File: src/hw/rtl/utf16v_pkg.sv
// ----------------------------------------------------------------------------
// UTF-16 stream validator package
// Shared constants and the per-buffer state record of the validator.
// ----------------------------------------------------------------------------
package utf16v_pkg;

   localparam logic [15:0] LeadLo      = 16'hd800;
   localparam logic [15:0] LeadHi      = 16'hdbff;
   localparam logic [15:0] TrailLo     = 16'hdc00;
   localparam logic [15:0] TrailHi     = 16'hdfff;
   localparam logic [15:0] TrailPe     = 16'hdffe;
   localparam logic [15:0] NoncharA    = 16'hfffe;
   localparam logic [15:0] NoncharB    = 16'hffff;
   localparam logic [15:0] NcRangeLo   = 16'hfdd0;
   localparam logic [15:0] NcRangeHi   = 16'hfdef;
   localparam logic [5:0]  LeadPeMask  = 6'h3f;

   localparam logic ByteOrderLittle = 1'b0;
   localparam logic ByteOrderBig    = 1'b1;

   // State carried from one beat of a buffer to the next.
   typedef struct packed {
      logic       half_unit_held;
      logic [7:0] held_byte;
      logic       lead_waiting;
      logic       lead_plane_end;
      logic       zero_unit_pending;
      logic       failed;
   } buf_state_type;

   localparam buf_state_type BufStateClear = '{
      half_unit_held:    1'b0,
      held_byte:         8'h00,
      lead_waiting:      1'b0,
      lead_plane_end:    1'b0,
      zero_unit_pending: 1'b0,
      failed:            1'b0
   };

endpackage

File: src/hw/rtl/utf16v_unit_check.sv
// ----------------------------------------------------------------------------
// UTF-16 unit checker
// Combinational next-state and verdict logic for one byte of a buffer.
// ----------------------------------------------------------------------------
module utf16v_unit_check (
   input  utf16v_pkg::buf_state_type state_cur,
   input  logic [7:0]                data_byte,
   input  logic                      last,
   input  logic                      byte_order,
   output utf16v_pkg::buf_state_type state_nxt,
   output logic                      verdict
);
   import utf16v_pkg::*;

   logic [15:0]   unit;
   buf_state_type st;

   always_comb begin
      unit = (byte_order == ByteOrderBig) ? {state_cur.held_byte, data_byte}
                                          : {data_byte, state_cur.held_byte};
      st = state_cur;

      if (state_cur.half_unit_held) begin
         st.half_unit_held = 1'b0;
         if (state_cur.lead_waiting) begin
            // The unit after a lead must be a trail, and must not close a
            // plane-end noncharacter.
            st.lead_waiting = 1'b0;
            if (!(unit inside {[TrailLo:TrailHi]})) begin
               st.failed = 1'b1;
            end else if (state_cur.lead_plane_end && unit >= TrailPe) begin
               st.failed = 1'b1;
            end
            st.lead_plane_end = 1'b0;
         end else begin
            if (state_cur.zero_unit_pending) begin
               st.failed            = 1'b1;
               st.zero_unit_pending = 1'b0;
            end
            if (unit == 16'h0000) begin
               st.zero_unit_pending = 1'b1;
            end else if (unit inside {[LeadLo:LeadHi]}) begin
               st.lead_waiting   = 1'b1;
               st.lead_plane_end = (unit[5:0] == LeadPeMask);
            end else if (unit inside {[TrailLo:TrailHi]}) begin
               st.failed = 1'b1;
            end else if (unit inside {NoncharA, NoncharB, [NcRangeLo:NcRangeHi]}) begin
               st.failed = 1'b1;
            end
         end
      end else if (!last) begin
         st.held_byte      = data_byte;
         st.half_unit_held = 1'b1;
      end

      verdict   = !st.failed && !st.lead_waiting;
      state_nxt = last ? BufStateClear : st;
   end

endmodule

File: src/hw/rtl/utf16_stream_validator_top.sv
// ----------------------------------------------------------------------------
// UTF-16 stream validator
// Checks a byte stream, one buffer at a time, for well-formed UTF-16 and
// returns one verdict beat per buffer.
// ----------------------------------------------------------------------------
//
//   Channel | Ports                              | Direction | Carries
//   --------+------------------------------------+-----------+----------------------
//   req     | req_valid req_stall req_data_byte  | in        | one byte per beat,
//           | req_last                           |           | last marks buffer end
//   rsp     | rsp_valid rsp_stall rsp_valid_res  | out       | one verdict per buffer
//   csr     | csr_wr_en csr_wr_data              | in        | byte order register
//
// One byte is taken every cycle unless the input side is stalled. Each byte
// is captured in the input register, where the unit checker updates the
// buffer state; the verdict of a last beat is then registered in the result
// register, which drives the result port. Only a last beat that finds the
// result register still occupied and stalled holds up the input side. Reset
// clears the valid flags and buffer state and sets little-endian byte order;
// no clearing pass is needed afterwards.
// ----------------------------------------------------------------------------
module utf16_stream_validator_top (
   input  logic       clock,
   input  logic       reset,
   input  logic       req_valid,
   output logic       req_stall,
   input  logic [7:0] req_data_byte,
   input  logic       req_last,
   output logic       rsp_valid,
   input  logic       rsp_stall,
   output logic       rsp_valid_res,
   input  logic       csr_wr_en,
   input  logic       csr_wr_data
);
   import utf16v_pkg::*;

   // Input register: holds the beat being worked on.
   logic          in_valid_ff, in_valid_in;
   logic [7:0]    in_byte_ff;
   logic          in_last_ff;

   // Buffer state and the byte order register.
   buf_state_type state_ff, state_in;
   logic          byte_order_ff;

   // Result register.
   logic          rsp_valid_ff, rsp_valid_in;
   logic          rsp_res_ff, rsp_res_in;

   logic          verdict;
   logic          out_free;
   logic          advance;
   logic          accept;

   utf16v_unit_check u_unit_check (
      .state_cur  (state_ff),
      .data_byte  (in_byte_ff),
      .last       (in_last_ff),
      .byte_order (byte_order_ff),
      .state_nxt  (state_in),
      .verdict    (verdict)
   );

   // The result register is free when it is empty or is being emptied now.
   // A beat that is not last never needs it, so it always moves on.
   assign out_free  = !rsp_valid_ff || !rsp_stall;
   assign advance   = in_valid_ff && (!in_last_ff || out_free);
   assign req_stall = in_valid_ff && !advance;
   assign accept    = req_valid && !req_stall;

   always_comb begin
      in_valid_in = in_valid_ff;
      if (accept) begin
         in_valid_in = 1'b1;
      end else if (advance) begin
         in_valid_in = 1'b0;
      end
   end

   always_comb begin
      rsp_valid_in = rsp_valid_ff;
      rsp_res_in   = rsp_res_ff;
      if (advance && in_last_ff) begin
         rsp_valid_in = 1'b1;
         rsp_res_in   = verdict;
      end else if (!rsp_stall) begin
         rsp_valid_in = 1'b0;
      end
   end

   always_ff @(posedge clock) begin
      if (reset) begin
         in_valid_ff   <= 1'b0;
         state_ff      <= BufStateClear;
         byte_order_ff <= ByteOrderLittle;
         rsp_valid_ff  <= 1'b0;
      end else begin
         in_valid_ff  <= in_valid_in;
         rsp_valid_ff <= rsp_valid_in;
         if (advance) begin
            state_ff <= state_in;
         end
         if (csr_wr_en) begin
            byte_order_ff <= csr_wr_data;
         end
      end
   end

   // Payload registers need no reset.
   always_ff @(posedge clock) begin
      if (accept) begin
         in_byte_ff <= req_data_byte;
         in_last_ff <= req_last;
      end
      rsp_res_ff <= rsp_res_in;
   end

   assign rsp_valid     = rsp_valid_ff;
   assign rsp_valid_res = rsp_res_ff;

endmodule

File: config.mk
export PLATFORM = sky130hd
export DESIGN_NAME = utf16_stream_validator_top
export DESIGN_NICKNAME = d
export VERILOG_FILES = /design/src/hw/rtl/utf16v_pkg.sv /design/src/hw/rtl/utf16v_unit_check.sv /design/src/hw/rtl/utf16_stream_validator_top.sv
export SDC_FILE = /design/constraint.sdc
export NUM_CORES = 1
export LEC_CHECK = 0
export BUFFER_PORTS_ARGS = -buffer_cell sky130_fd_sc_hd__buf_4
export CAP_MARGIN = 20
export CORE_UTILIZATION = 55
export DETAILED_ROUTE_END_ITERATION = 6
export PLACE_DENSITY = 0.77
export SLEW_MARGIN = 10
export SYNTH_ARGS = -nofsm -noshare
export SYNTH_HDL_FRONTEND = slang
export SYNTH_SLANG_ARGS = --single-unit
File: constraint.sdc
create_clock -name clock -period 1.8 [get_ports clock]
set_input_delay 0.09 -clock clock [delete_from_list [all_inputs] [get_ports clock]]
set_output_delay 0.09 -clock clock [all_outputs]
set_load 0.02 [all_outputs]
==> run_summary.xml <==
<?xml version="1.0" encoding="UTF-8"?>
<metrics>
  <group name="logic_synthesis">
    <metric name="post_synthesis_cell_type_with_the_largest_combined_area" unit="">sky130_fd_sc_hd__dfxtp_1</metric>
    <metric name="ys.warnings.count" unit="">0</metric>
    <metric name="syn_nets" unit="">152</metric>
    <metric name="synthMuxAreaShare" unit="">0.0316</metric>
    <metric name="synth-compound-area-share" unit="">0.190</metric>
    <metric name="syn_avg_cell_area" unit="um^2">9.54</metric>
    <metric name="prevailing_post_synth_register_cell" unit="">sky130_fd_sc_hd__dfxtp_1</metric>
    <metric name="synth.top_cell.area_share" unit="">0.245</metric>
    <metric name="netlist_top_cells_count" unit="">18 x sky130_fd_sc_hd__nor2_1, 16 x sky130_fd_sc_hd__dfxtp_1, 11 x sky130_fd_sc_hd__nand2_1</metric>
    <metric name="yosys.cell_count.top_type" unit="">sky130_fd_sc_hd__nor2_1</metric>
    <metric name="synth_edf_count" unit="">10</metric>
    <metric name="ys_types" unit="">38</metric>
    <metric name="ys_top_cells_by_area" unit="">sky130_fd_sc_hd__dfxtp_1 24%, sky130_fd_sc_hd__edfxtp_1 23%, sky130_fd_sc_hd__a22oi_1 5.7%</metric>
    <metric name="yosys.area_share.xor_xnor" unit="">0</metric>
    <metric name="area_share_of_and_or_nand_nor_cells_after_synthesis" unit="">0.269</metric>
    <metric name="postSynthCellCount" unit="">137</metric>
    <metric name="yosys.area_share.adder" unit="">0</metric>
    <metric name="asyncSetResetFlopFracSynth" unit="">0</metric>
    <metric name="synthesis.area" unit="mm^2">0.00131</metric>
    <metric name="main_combinational_cell_family_by_area_after_synthesis" unit="">simple AND/OR/NAND/NOR gates</metric>
    <metric name="seq_area_frac_synth" unit="">0.475</metric>
    <metric name="synth_seq_cells" unit="">26</metric>
  </group>
  <group name="global_route">
    <metric name="grt_util_met2" unit="">0.440</metric>
    <metric name="first_global_vias" unit="">1154</metric>
    <metric name="grt_use_met1" unit="">0.368</metric>
    <metric name="grt.overflow.total" unit="">0</metric>
    <metric name="grt_busiest_layer" unit="">met2</metric>
    <metric name="grt_antenna_before_repair" unit="">0</metric>
    <metric name="globalRouteMet3Util" unit="">0.0182</metric>
    <metric name="grt_first_pass_wirelength" unit="mm">5.07</metric>
    <metric name="pin_count_of_the_biggest_net_entering_global_routing" unit="">17</metric>
    <metric name="grt_util_all_layers" unit="">0.266</metric>
  </group>
  <group name="sta">
    <metric name="totalNegativeSetupSlack" unit="ns">0</metric>
    <metric name="setup_ws" unit="ns">0.0721</metric>
    <metric name="finalClockSkew" unit="ns">0.00539</metric>
    <metric name="final-max-slew-violation-count" unit="">0</metric>
    <metric name="fmax" unit="MHz">579</metric>
    <metric name="timing_hold_violations_final" unit="">0</metric>
    <metric name="timing.final.crit_share" unit="">0.960</metric>
    <metric name="max-slew-margin-rel" unit="">0.776</metric>
    <metric name="finalCriticalPeriod" unit="ns">1.73</metric>
    <metric name="worstMarginPinSlew" unit="ns">0.332</metric>
    <metric name="fin_worst_hold_slack" unit="ns">0.00505</metric>
    <metric name="finalSetupViolations" unit="">0</metric>
    <metric name="unrepaired_setup_endpoints_after_global_routing" unit="">yes</metric>
  </group>
  <group name="clocking">
    <metric name="cts_root_buf" unit="">sky130_fd_sc_hd__clkbuf_4</metric>
    <metric name="cts_tree" unit="">built</metric>
    <metric name="cts.htree.levels" unit="">1</metric>
    <metric name="ctsLongestPathBuffers" unit="">2</metric>
    <metric name="cts_sinks" unit="">26</metric>
    <metric name="clkLatencyLatePin" unit="ns">0.31</metric>
    <metric name="clkSlewWorstSetupHoldPaths" unit="ns">0.13</metric>
    <metric name="cts_buffers" unit="">3</metric>
  </group>
  <group name="critical_path">
    <metric name="worstPathMaxFanout" unit="">6</metric>
    <metric name="cp_data_arrival_time" unit="ns">1.92</metric>
    <metric name="worstSetupStartpointType" unit="">register</metric>
    <metric name="reg2reg_setup_slack" unit="ns">0.07</metric>
    <metric name="critical_path.endpoint_type" unit="">register</metric>
    <metric name="r2r-end" unit="">rsp_valid_res</metric>
    <metric name="length_in_cells_of_the_worst_reg_to_reg_path" unit="">6</metric>
    <metric name="rr_startpoint" unit="">in_byte_ff[5]</metric>
    <metric name="cp.required" unit="ns">2.00</metric>
    <metric name="critPathKind" unit="">register to register</metric>
  </group>
  <group name="outcome">
    <metric name="status" unit="">completed</metric>
  </group>
  <group name="route">
    <metric name="dr.first_iter.drc_count" unit="">79</metric>
    <metric name="ant_nets" unit="">0</metric>
    <metric name="route.detailed.vias_per_inst" unit="">6.11</metric>
    <metric name="drt-total-wl" unit="mm">3.16</metric>
    <metric name="drt-pass1-iter-count" unit="">5</metric>
    <metric name="total_number_of_vias" unit="">1241</metric>
    <metric name="routedWlPerCell" unit="um">15.6</metric>
    <metric name="drt_drc_violations_left" unit="">0</metric>
  </group>
  <group name="power">
    <metric name="total_power" unit="mW">1.06</metric>
    <metric name="ir_drop" unit="V">0.000605</metric>
    <metric name="power.leakage" unit="nW">0.652</metric>
    <metric name="cellPowerDensity" unit="mW/mm^2">629</metric>
  </group>
  <group name="hold_path">
    <metric name="worstHoldPathCells" unit="">3</metric>
    <metric name="hold_path_class" unit="">input pin to register</metric>
    <metric name="min_from" unit="">csr_wr_data</metric>
    <metric name="holdPathEnd" unit="">byte_order_ff</metric>
  </group>
  <group name="die">
    <metric name="floorplan.die.height" unit="um">50.8</metric>
    <metric name="fp.dieArea" unit="mm^2">0.00258</metric>
    <metric name="standard_cell_rows" unit="">17</metric>
    <metric name="die_x" unit="um">50.8</metric>
    <metric name="io-pin-count" unit="">18</metric>
    <metric name="fp.coreArea" unit="mm^2">0.00223</metric>
    <metric name="starting_density_of_the_core" unit="">0.585</metric>
  </group>
  <group name="cells_and_area">
    <metric name="finish.utilization" unit="">0.753</metric>
    <metric name="nets" unit="">191</metric>
    <metric name="area_delta_synth_final" unit="%">28.6</metric>
    <metric name="antenna_cells_inserted" unit="">0</metric>
    <metric name="drive_gt1_frac" unit="">0.274</metric>
  </group>
  <group name="place">
    <metric name="place.port_buffers" unit="">17</metric>
    <metric name="place_hpwl" unit="mm">2.08</metric>
    <metric name="pre_cts_slack" unit="ns">-0.133</metric>
    <metric name="gp_routability_congestion" unit="">0.935</metric>
  </group>
  <group name="flow_run">
    <metric name="max-cap-violations" unit="">0</metric>
  </group>
</metrics>
[through the flow]
stage          cells  area (um^2)
2_1_floorplan    137         1310
4_1_cts          200         1640
3_5_place_dp     186         1510
6_report         203         1680
5_1_grt          203         1680
3_3_place_gp     186         1510
[layout by cell type (no fill, tap or decap), drive strengths merged]
master and instances:
a2111oi 1, a21oi 7, o31ai 1, dfxtp 16
and2 2, nand4 3, nand3b 1, nor4 3
a221oi 1, nor2b 3, nor2 18, o21ai 7
buf 30, nor3 6, edfxtp 10, mux2i 3
nand4bb 1, nand4b 4, mux2 1, a32oi 1
o2111ai 1, a21boi 1, a22oi 11, a31oi 2
o22ai 1, dlygate4sd3 10, clkbuf 3, nand3 7
and3 3, inv 2, nand2 11, nand2b 2
o311ai 1, clkinv 1
[metal layers]
| metal | share of wire | vias up |
|---|---|---|
| li1 | - | 597 |
| met3 | 0.071 | 6 |
| met2 | 0.49 | 73 |
| met1 | 0.43 | 565 |
| met5 | 0 | - |
| met4 | 0.014 | 0 |
[sequential cells by signal, summed over array words and instances (netlist names)]
register,count
byte_order_ff,1
in_valid_ff,1
rsp_valid_res,1
state_ff,13
in_byte_ff,8
rsp_valid,1
in_last_ff,1
[critical path, cell delays in order (launching register included)]
cell	delay (ns)
sky130_fd_sc_hd__edfxtp_1	0.53
sky130_fd_sc_hd__nand4bb_1	0.28
sky130_fd_sc_hd__a22oi_2	0.24
sky130_fd_sc_hd__and3_1	0.19
sky130_fd_sc_hd__a32oi_1	0.07
sky130_fd_sc_hd__a21oi_1	0.15
sky130_fd_sc_hd__and3_1	0.16
[where the power goes]
part,internal [mW],switching [mW],leakage (nW)
Clock,0.0810,0.163,0.0154
Combinational,0.0801,0.0660,0.411
Sequential,0.634,0.0340,0.226
[logic make-up after synthesis]
family,count (synthesis)
compound gates,35
buf+inv,8
flops,26
mux,4
simple gates,64
[worst max-delay path by stage]
stage / startpoint / endpoint / slack (ns)
4_1_cts: byte_order_ff / rsp_valid_res / 0.04
6_report: in_byte_ff[5] / rsp_valid_res / 0.07
3_5_place_dp: byte_order_ff / rsp_valid_res / -0.13
5_1_grt: state_ff[5] / rsp_valid_res / -0.04
2_1_floorplan: byte_order_ff / rsp_valid_res / 0.23
3_3_place_gp: byte_order_ff / rsp_valid_res / -0.10
[timing repair]
item | in CTS | in global routing
gates resized for setup | 1 | 6
cloned | 0 | 0
setup buffers | 0 | 3
hold buffers | 10 | 0
endpoints found under the setup margin | 2 | 3
pin swaps | 0 | 2
endpoints found under the hold margin | 10 | 0
[final cells by class]
cell class | count | area (um^2)
Clock buffer | 3 | 22.5
Clock inverter | 1 | 3.75
Fill cell | 154 | 552
Inverter | 2 | 7.51
Multi-Input combinational cell | 103 | 662
Sequential cell | 26 | 626
Tap cell | 28 | 35.0
Timing Repair Buffer | 40 | 325
(Power assumes the default switching activity.)
